--- src/rtl/core/clcd_pkg.sv ---
// Shared types, command codes and the LCD sequence table for the nibble interface.
package clcd_pkg;

  localparam int StepW  = 6;
  localparam int WaitW  = 16;
  localparam int PulseW = 8;

  // Request codes carried in the cmd field
  localparam logic [2:0] CMD_TICK     = 3'd0;
  localparam logic [2:0] CMD_WR_CMD   = 3'd1;
  localparam logic [2:0] CMD_WR_DATA  = 3'd2;
  localparam logic [2:0] CMD_CLEAR    = 3'd3;
  localparam logic [2:0] CMD_INIT     = 3'd4;

  // Entry points into the sequence table
  localparam logic [StepW-1:0] SEQ_WRITE = 6'd0;
  localparam logic [StepW-1:0] SEQ_CLEAR = 6'd3;
  localparam logic [StepW-1:0] SEQ_INIT  = 6'd7;

  localparam logic [PulseW-1:0] PULSE_RESET = 8'd1;

  typedef enum logic [2:0] {
    OP_NIB  = 3'd0,
    OP_HI   = 3'd1,
    OP_LO   = 3'd2,
    OP_WAIT = 3'd3,
    OP_END  = 3'd4
  } seq_op_t;

  typedef struct packed {
    seq_op_t          op;
    logic [WaitW-1:0] arg;
  } seq_entry_t;

  typedef struct packed {
    logic [2:0] cmd;
    logic [7:0] value;
  } in_item_t;

  typedef struct packed {
    logic       e_pin;
    logic       rs_pin;
    logic [3:0] data_nibble;
    logic       busy_res;
    logic       rejected;
  } out_item_t;

  function automatic seq_entry_t seq_lookup(input logic [StepW-1:0] idx);
    seq_entry_t e;
    e.op  = OP_END;
    e.arg = '0;
    unique case (idx)
      6'd0:  e.op = OP_HI;
      6'd1:  e.op = OP_LO;
      6'd2:  e.op = OP_END;
      6'd3:  e.op = OP_HI;
      6'd4:  e.op = OP_LO;
      6'd5:  begin e.op = OP_WAIT; e.arg = 16'd2000;  end
      6'd6:  e.op = OP_END;
      6'd7:  begin e.op = OP_WAIT; e.arg = 16'd40000; end
      6'd8:  begin e.op = OP_NIB;  e.arg = 16'h3;     end
      6'd9:  begin e.op = OP_WAIT; e.arg = 16'd6000;  end
      6'd10: begin e.op = OP_NIB;  e.arg = 16'h3;     end
      6'd11: begin e.op = OP_WAIT; e.arg = 16'd300;   end
      6'd12: begin e.op = OP_NIB;  e.arg = 16'h3;     end
      6'd13: begin e.op = OP_WAIT; e.arg = 16'd2000;  end
      6'd14: begin e.op = OP_NIB;  e.arg = 16'h2;     end
      6'd15: begin e.op = OP_WAIT; e.arg = 16'd2000;  end
      6'd16: begin e.op = OP_NIB;  e.arg = 16'h2;     end
      6'd17: begin e.op = OP_NIB;  e.arg = 16'h8;     end
      6'd18: begin e.op = OP_NIB;  e.arg = 16'h0;     end
      6'd19: begin e.op = OP_NIB;  e.arg = 16'hC;     end
      6'd20: begin e.op = OP_NIB;  e.arg = 16'h0;     end
      6'd21: begin e.op = OP_NIB;  e.arg = 16'h1;     end
      6'd22: begin e.op = OP_NIB;  e.arg = 16'h0;     end
      6'd23: begin e.op = OP_NIB;  e.arg = 16'h6;     end
      default: e.op = OP_END;
    endcase
    return e;
  endfunction

endpackage

--- src/rtl/core/clcd_sequencer.sv ---
// Sequencer state and step logic for the LCD nibble interface.
module clcd_sequencer
  import clcd_pkg::*;
(
  input  logic        clk,
  input  logic        rst_n,
  input  logic        cfg_we,
  input  logic [7:0]  cfg_wdata,
  input  logic        fire,
  input  in_item_t    item,
  output out_item_t   result
);

  logic [PulseW-1:0] pulse_r;
  logic [StepW-1:0]  step_r, step_nxt;
  logic [WaitW-1:0]  wait_r, wait_nxt;
  logic [7:0]        held_r, held_nxt;
  logic              rs_r, rs_nxt;
  logic              e_r, e_nxt;
  logic [3:0]        bus_r, bus_nxt;
  logic              busy_r, busy_nxt;

  logic              is_req;
  logic              rej;
  logic              start;
  logic [StepW-1:0]  start_idx;
  logic [WaitW-1:0]  pulse_len;
  logic [WaitW-1:0]  wait_dec;
  seq_entry_t        ent;

  // A zero pulse length counts as one tick
  assign pulse_len = (pulse_r == '0) ? WaitW'(1) : WaitW'(pulse_r);
  assign wait_dec  = (wait_r != '0) ? wait_r - WaitW'(1) : '0;
  assign is_req    = (item.cmd == CMD_WR_CMD) || (item.cmd == CMD_WR_DATA) ||
                     (item.cmd == CMD_CLEAR)  || (item.cmd == CMD_INIT);
  assign ent       = seq_lookup(start_idx);

  always_comb begin
    step_nxt  = step_r;
    wait_nxt  = wait_r;
    held_nxt  = held_r;
    rs_nxt    = rs_r;
    e_nxt     = e_r;
    bus_nxt   = bus_r;
    busy_nxt  = busy_r;
    rej       = 1'b0;
    start     = 1'b0;
    start_idx = '0;

    if (fire) begin
      if (is_req) begin
        if (busy_r) begin
          rej = 1'b1;
        end else begin
          busy_nxt = 1'b1;
          start    = 1'b1;
          priority if (item.cmd == CMD_CLEAR) begin
            held_nxt  = 8'h01;
            rs_nxt    = 1'b0;
            start_idx = SEQ_CLEAR;
          end else if (item.cmd == CMD_INIT) begin
            rs_nxt    = 1'b0;
            bus_nxt   = 4'h0;
            start_idx = SEQ_INIT;
          end else begin
            held_nxt  = item.value;
            rs_nxt    = (item.cmd == CMD_WR_DATA);
            start_idx = SEQ_WRITE;
          end
        end
      end else if (busy_r) begin
        // Count one tick off the current phase
        wait_nxt = wait_dec;
        if (wait_dec == '0) begin
          if (e_r) begin
            e_nxt    = 1'b0;
            wait_nxt = pulse_len;
          end else begin
            start     = 1'b1;
            start_idx = step_r + StepW'(1);
          end
        end
      end
    end

    if (start) begin
      step_nxt = start_idx;
      unique case (ent.op)
        OP_NIB, OP_HI, OP_LO: begin
          priority if (ent.op == OP_NIB) bus_nxt = ent.arg[3:0];
          else if (ent.op == OP_HI)      bus_nxt = held_nxt[7:4];
          else                           bus_nxt = held_nxt[3:0];
          e_nxt    = 1'b1;
          wait_nxt = pulse_len;
        end
        OP_WAIT: begin
          e_nxt    = 1'b0;
          wait_nxt = ent.arg;
        end
        default: begin
          e_nxt    = 1'b0;
          wait_nxt = '0;
          busy_nxt = 1'b0;
        end
      endcase
    end
  end

  always_comb begin
    result.e_pin       = e_nxt;
    result.rs_pin      = rs_nxt;
    result.data_nibble = bus_nxt;
    result.busy_res    = busy_nxt;
    result.rejected    = rej;
  end

  always_ff @(posedge clk) begin
    if (!rst_n) begin
      pulse_r <= PULSE_RESET;
      step_r  <= '0;
      wait_r  <= '0;
      held_r  <= '0;
      rs_r    <= 1'b0;
      e_r     <= 1'b0;
      bus_r   <= '0;
      busy_r  <= 1'b0;
    end else begin
      if (cfg_we) pulse_r <= cfg_wdata;
      step_r <= step_nxt;
      wait_r <= wait_nxt;
      held_r <= held_nxt;
      rs_r   <= rs_nxt;
      e_r    <= e_nxt;
      bus_r  <= bus_nxt;
      busy_r <= busy_nxt;
    end
  end

endmodule

--- src/rtl/core/clcd_out_reg.sv ---
// Result register for the LCD nibble interface output channel.
module clcd_out_reg
  import clcd_pkg::*;
(
  input  logic      clk,
  input  logic      rst_n,
  input  logic      load,
  input  out_item_t load_data,
  input  logic      out_stall,
  output logic      out_valid,
  output out_item_t out_data
);

  logic      valid_r, valid_nxt;
  out_item_t data_r;

  always_comb begin
    valid_nxt = valid_r;
    if (load)            valid_nxt = 1'b1;
    else if (!out_stall) valid_nxt = 1'b0;
  end

  always_ff @(posedge clk) begin
    if (!rst_n) valid_r <= 1'b0;
    else        valid_r <= valid_nxt;
  end

  always_ff @(posedge clk) begin
    if (load) data_r <= load_data;
  end

  assign out_valid = valid_r;
  assign out_data  = data_r;

endmodule

--- src/rtl/core/char_lcd_nibble_interface_unit.sv ---
// Top level of the 4-bit character LCD interface: sequencer plus result register.
//
//   channel  direction  handshake             beat
//   in_      input      in_valid / in_stall   in_item_t  {cmd, value}
//   out_     output     out_valid / out_stall out_item_t {e_pin, rs_pin, data_nibble,
//                                                         busy_res, rejected}
//   cfg_     input      cfg_we (no wait)      cfg_wdata = e_pulse_ticks
//
// The sequencer updates its state and the result register loads on the same
// edge, so one beat is accepted per cycle while in_stall is low.
// Each input beat yields one output beat, which appears in out_data in the next cycle.
// in_stall is high only while a result waits in the register and the far side stalls.
// Reset (synchronous, rst_n low) idles the sequencer, clears all bus levels
// and sets e_pulse_ticks to one; the output register comes up empty.
module char_lcd_nibble_interface_unit
  import clcd_pkg::*;
(
  input  logic      clk,
  input  logic      rst_n,
  input  logic      in_valid,
  output logic      in_stall,
  input  in_item_t  in_data,
  output logic      out_valid,
  input  logic      out_stall,
  output out_item_t out_data,
  input  logic      cfg_we,
  input  logic [7:0] cfg_wdata
);

  logic      in_fire;
  out_item_t step_res;

  // Hold the input side only while a finished beat is stuck in the result register
  assign in_stall = out_valid && out_stall;
  assign in_fire  = in_valid && !in_stall;

  // Advance the LCD sequence by one beat
  clcd_sequencer u_seq (
    .clk       (clk),
    .rst_n     (rst_n),
    .cfg_we    (cfg_we),
    .cfg_wdata (cfg_wdata),
    .fire      (in_fire),
    .item      (in_data),
    .result    (step_res)
  );

  // Register the pin levels for the output channel
  clcd_out_reg u_out (
    .clk       (clk),
    .rst_n     (rst_n),
    .load      (in_fire),
    .load_data (step_res),
    .out_stall (out_stall),
    .out_valid (out_valid),
    .out_data  (out_data)
  );

  // Every accepted beat shows up as a result on the next cycle
  a_fire_to_out: assert property (@(posedge clk) disable iff (!rst_n)
    in_fire |=> out_valid)
    else $error("accepted beat produced no result");

  // A rejected request never clears the busy indication
  a_rej_busy: assert property (@(posedge clk) disable iff (!rst_n)
    (out_valid && out_data.rejected) |-> out_data.busy_res)
    else $error("rejected request while not busy");

  // Enable is low whenever the sequencer is idle
  a_idle_e_low: assert property (@(posedge clk) disable iff (!rst_n)
    (out_valid && !out_data.busy_res) |-> !out_data.e_pin)
    else $error("enable high while idle");

endmodule

--- config.mk ---
export PLATFORM = sky130hd
export DESIGN_NAME = char_lcd_nibble_interface_unit
export DESIGN_NICKNAME = d
export VERILOG_FILES = /design/src/rtl/core/clcd_pkg.sv /design/src/rtl/core/clcd_sequencer.sv /design/src/rtl/core/clcd_out_reg.sv /design/src/rtl/core/char_lcd_nibble_interface_unit.sv
export SDC_FILE = /design/constraint.sdc
export NUM_CORES = 1
export LEC_CHECK = 0
export BUFFER_PORTS_ARGS = -buffer_cell sky130_fd_sc_hd__buf_2
export CAP_MARGIN = 20
export CORE_AREA = 2 2 105 107
export DETAILED_ROUTE_END_ITERATION = 12
export DIE_AREA = 0 0 107 109
export PLACE_DENSITY = 0.52
export SYNTH_ARGS = -nofsm -noshare
export SYNTH_HDL_FRONTEND = slang
export SYNTH_SLANG_ARGS = --single-unit
--- constraint.sdc ---
create_clock -name clk -period 5.8 [get_ports clk]
set_clock_uncertainty 0.2 [all_clocks]
set_input_delay 0.58 -clock clk [delete_from_list [all_inputs] [get_ports clk]]
set_output_delay 0.58 -clock clk [all_outputs]
set_load 0.02 [all_outputs]
==> results.yml <==
outcome:
  outcome: "complete, no violations"
yosys:
  synth_ff_type: "dfxtp_1"
  synth_edf_count: 8
  ys_async_sr_fraction_pct: 0
  syn_area_sq_um: 3420
  yosysWarningCount: 0
  synth_nets: 461
  ys_seq_area_share_pct: 33.9
  avgSynthCellArea_sq_um: 7.86
  synth_seq_cells: 54
  synth_cell_types: 71
  syn_inst: 435
power:
  total_power_mw: 1.03
  p_leak_nw: 1.41
  power_density_nw_per_um2: 272
  peakVddDrop_uv: 94.3
timing:
  rsz0062_at_grt: "false"
  final_hold_viol_count: 0
  slew_violations: 0
  setup_tns_ps: 0
  min_period_ps: 4220
  tightest_slew_ps: 925
  finalCritPeriodShare_pct: 72.8
  fmax_mhz: 237
  maxSlewHeadroom_pct: 37.9
  setup_viol: 0
clocking:
  cts_setup_buffers: 0
  clk_pin_slew_ps: 100
  htree_num_levels: 2
  cts_buffers: 5
  clock_latency_ps: 320
  ctsHoldBuffers: 0
  tritoncts: "done"
  ctsRootBufferMaster: "clkbuf_8"
  clock-sinks: 54
  clockBufferDepth: 2
  cts_resized: 0
floorplan:
  num_rows: 38
  core_area_sq_um: 10600
  io_pins: 34
  dieArea_sq_um: 11700
  dieHeight_um: 109
  start_util_pct: 32.3
  die_w_um: 107
final_layout:
  design_area_sq_um: 3790
  n_antenna_cell: 0
  drive_above_1_share_pct: 14.9
  syn_to_final_growth_pct: 10.8
  layout.cells.non_filler: 595
  layout_commonest_cell: "nor2_1"
  final_cell_mix: "54 x nor2_1, 46 x dfxtp_1, 43 x nand2_1, 41 x a21oi_1, 34 x buf_2"
  fin_nets: 480
detailed_routing:
  routedWlPerCell_um: 16.4
  via_count: 3365
  drt_iter0_markers: 183
  vias_per_cell: 5.66
  totalWireLength_um: 9760
  drt.antenna.violating_nets: 0
  drcViolationCount: 0
  dr.pass1.iters: 5
worst_hold_path:
  hp-class: "reg2reg"
  whs_path_depth: 2
global_routing:
  grt_max_degree: 28
  grt_pass1_vias: 3090
  grt-ovfl-total: 0
  antenna_found_initial: 0
  grt_pass1_wl_um: 15900
  grt_usage_pct: 17.0
placement:
  dp.cells: 586
  gp_congestion: 0.891
  hpwlAfterDp_um: 7170
  placed_area_sq_um: 3670
  numPortBuffers: 33
setup_path:
  rrSetupSlack_ps: 1580
  endpoint: "u_out.out_data[3]"
  r2r_end: "u_out.out_data[3]"
  end_kind: "flip-flop"
  r2r_cells: 10
  cp.arrival_ps: 4090
  startpoint: "u_seq.wait_r[2]"
  path_class: "reg2reg"
  cp-start-kind: "flip-flop"
  crit_required_ps: 5670
  crit_fanout: 10
  reg2reg_from: "u_seq.wait_r[2]"
run:
  max_cap_viol_count: 0
[Yosys cell counts, drive strengths merged (3+ instances only)]
library cell / n / share of area [%]
o221a: 4 / 1.3
o31ai: 3 / 1.1
clkbuf: 16 / 1.8
nor3: 18 / 2.6
nor2: 55 / 6.1
a21oi: 43 / 6.5
xor2: 5 / 1.3
nand3: 9 / 1.3
edfxtp: 8 / 7.0
dfxtp: 46 / 27
a22oi: 5 / 1.4
o21ai: 34 / 5.1
inv: 7 / 0.77
xnor2: 7 / 1.8
nand3b: 4 / 0.88
nand4: 3 / 0.55
nand2b: 4 / 0.73
nor4: 8 / 1.6
and2: 9 / 1.6
mux2i: 14 / 4.1
o22a: 3 / 0.77
a211oi: 8 / 2.0
o21a: 4 / 0.88
a41oi: 3 / 1.2
and3: 10 / 1.8
or3: 10 / 2.0
buf: 7 / 1.1
a2111oi: 4 / 1.0
or4: 4 / 0.88
nand2: 45 / 5.1
a31oi: 5 / 0.91
[area by class of cell]
| class | count | area [sq um] |
|---|---|---|
| fill | 1117 | 6810 |
| multi-input combinational | 350 | 2130 |
| clock inverter | 3 | 47.5 |
| timing repair buffer | 35 | 178 |
| tap | 140 | 175 |
| inverter | 8 | 30.0 |
| sequential | 54 | 1160 |
| clock buffer | 5 | 68.8 |
[per-layer routing]
| metal | track usage (%) | part of all wire, % | vias to the layer above |
|---|---|---|---|
| met3 | 2.21 | 5.8 | 17 |
| met2 | 27.7 | 45 | 125 |
| met5 | 0 | 0 | - |
| met1 | 22.9 | 47 | 1577 |
| li1 | - | - | 1646 |
| met4 | 7.14 | 2.3 | 0 |
[registers in the layout, indices dropped and copies added, names as in the netlist]
| signal | cells |
|---|---|
| u_seq.e_r | 1 |
| u_out.out_valid | 1 |
| u_seq.wait_r | 16 |
| u_out.out_data | 8 |
| u_seq.held_r | 8 |
| u_seq.busy_r | 1 |
| u_seq.bus_r | 4 |
| u_seq.pulse_r | 8 |
| u_seq.step_r | 6 |
| u_seq.rs_r | 1 |
[kinds of logic (layout without fill, tap and decap cells)]
logic type	Yosys count	in the layout	share of synthesized area (%)
DFF	54	54	33.9
and+or+nand+nor	189	189	27.8
xor gates and xnor gates	12	12	3.07
muxes	15	15	4.43
AOI/OAI and AO/OA	132	132	26.3
buffers and inverters	31	51	3.77
adders and majority gates	2	2	0.731
[report_power, final]
part | internal [mW] | leakage, nW | switching [mW] | total (mW)
clock network | 0.131 | 0.0587 | 0.137 | 0.268
logic | 0.122 | 0.896 | 0.203 | 0.325
registers | 0.408 | 0.457 | 0.0313 | 0.439
total | 0.661 | 1.41 | 0.371 | 1.03
[how the worst min path moves through the flow]
stage	start	endpoint	slack (ps)
2_1_floorplan	u_seq.held_r[1]	u_seq.held_r[1]	240
3_3_place_gp	u_seq.held_r[1]	u_seq.held_r[1]	250
3_5_place_dp	u_seq.held_r[5]	u_seq.held_r[5]	260
4_1_cts	u_seq.held_r[1]	u_seq.held_r[1]	270
5_1_grt	u_seq.held_r[5]	u_seq.held_r[5]	290
6_report	u_seq.held_r[1]	u_seq.held_r[1]	270
[worst max-delay path, stage by stage (launching register included)]
cell	delay (ps)
dfxtp_1	390
or4_1	650
o41a_1	500
a211oi_2	230
o2111ai_2	240
o31ai_4	460
and2_0	530
buf_4	280
nand2_2	120
a211oi_1	310
a21oi_1	70
[per-stage QoR]
stage	setup WS [ps]	utilization, %	hold slack [ps]
3_5_place_dp	1600	34.6	255
3_3_place_gp	1750	34.6	251
2_1_floorplan	2200	-	240
4_1_cts	1590	35.7	272
5_1_grt	1260	35.8	288
6_report	1580	35.8	269
Note: power is estimated with default switching activity, not from simulation.
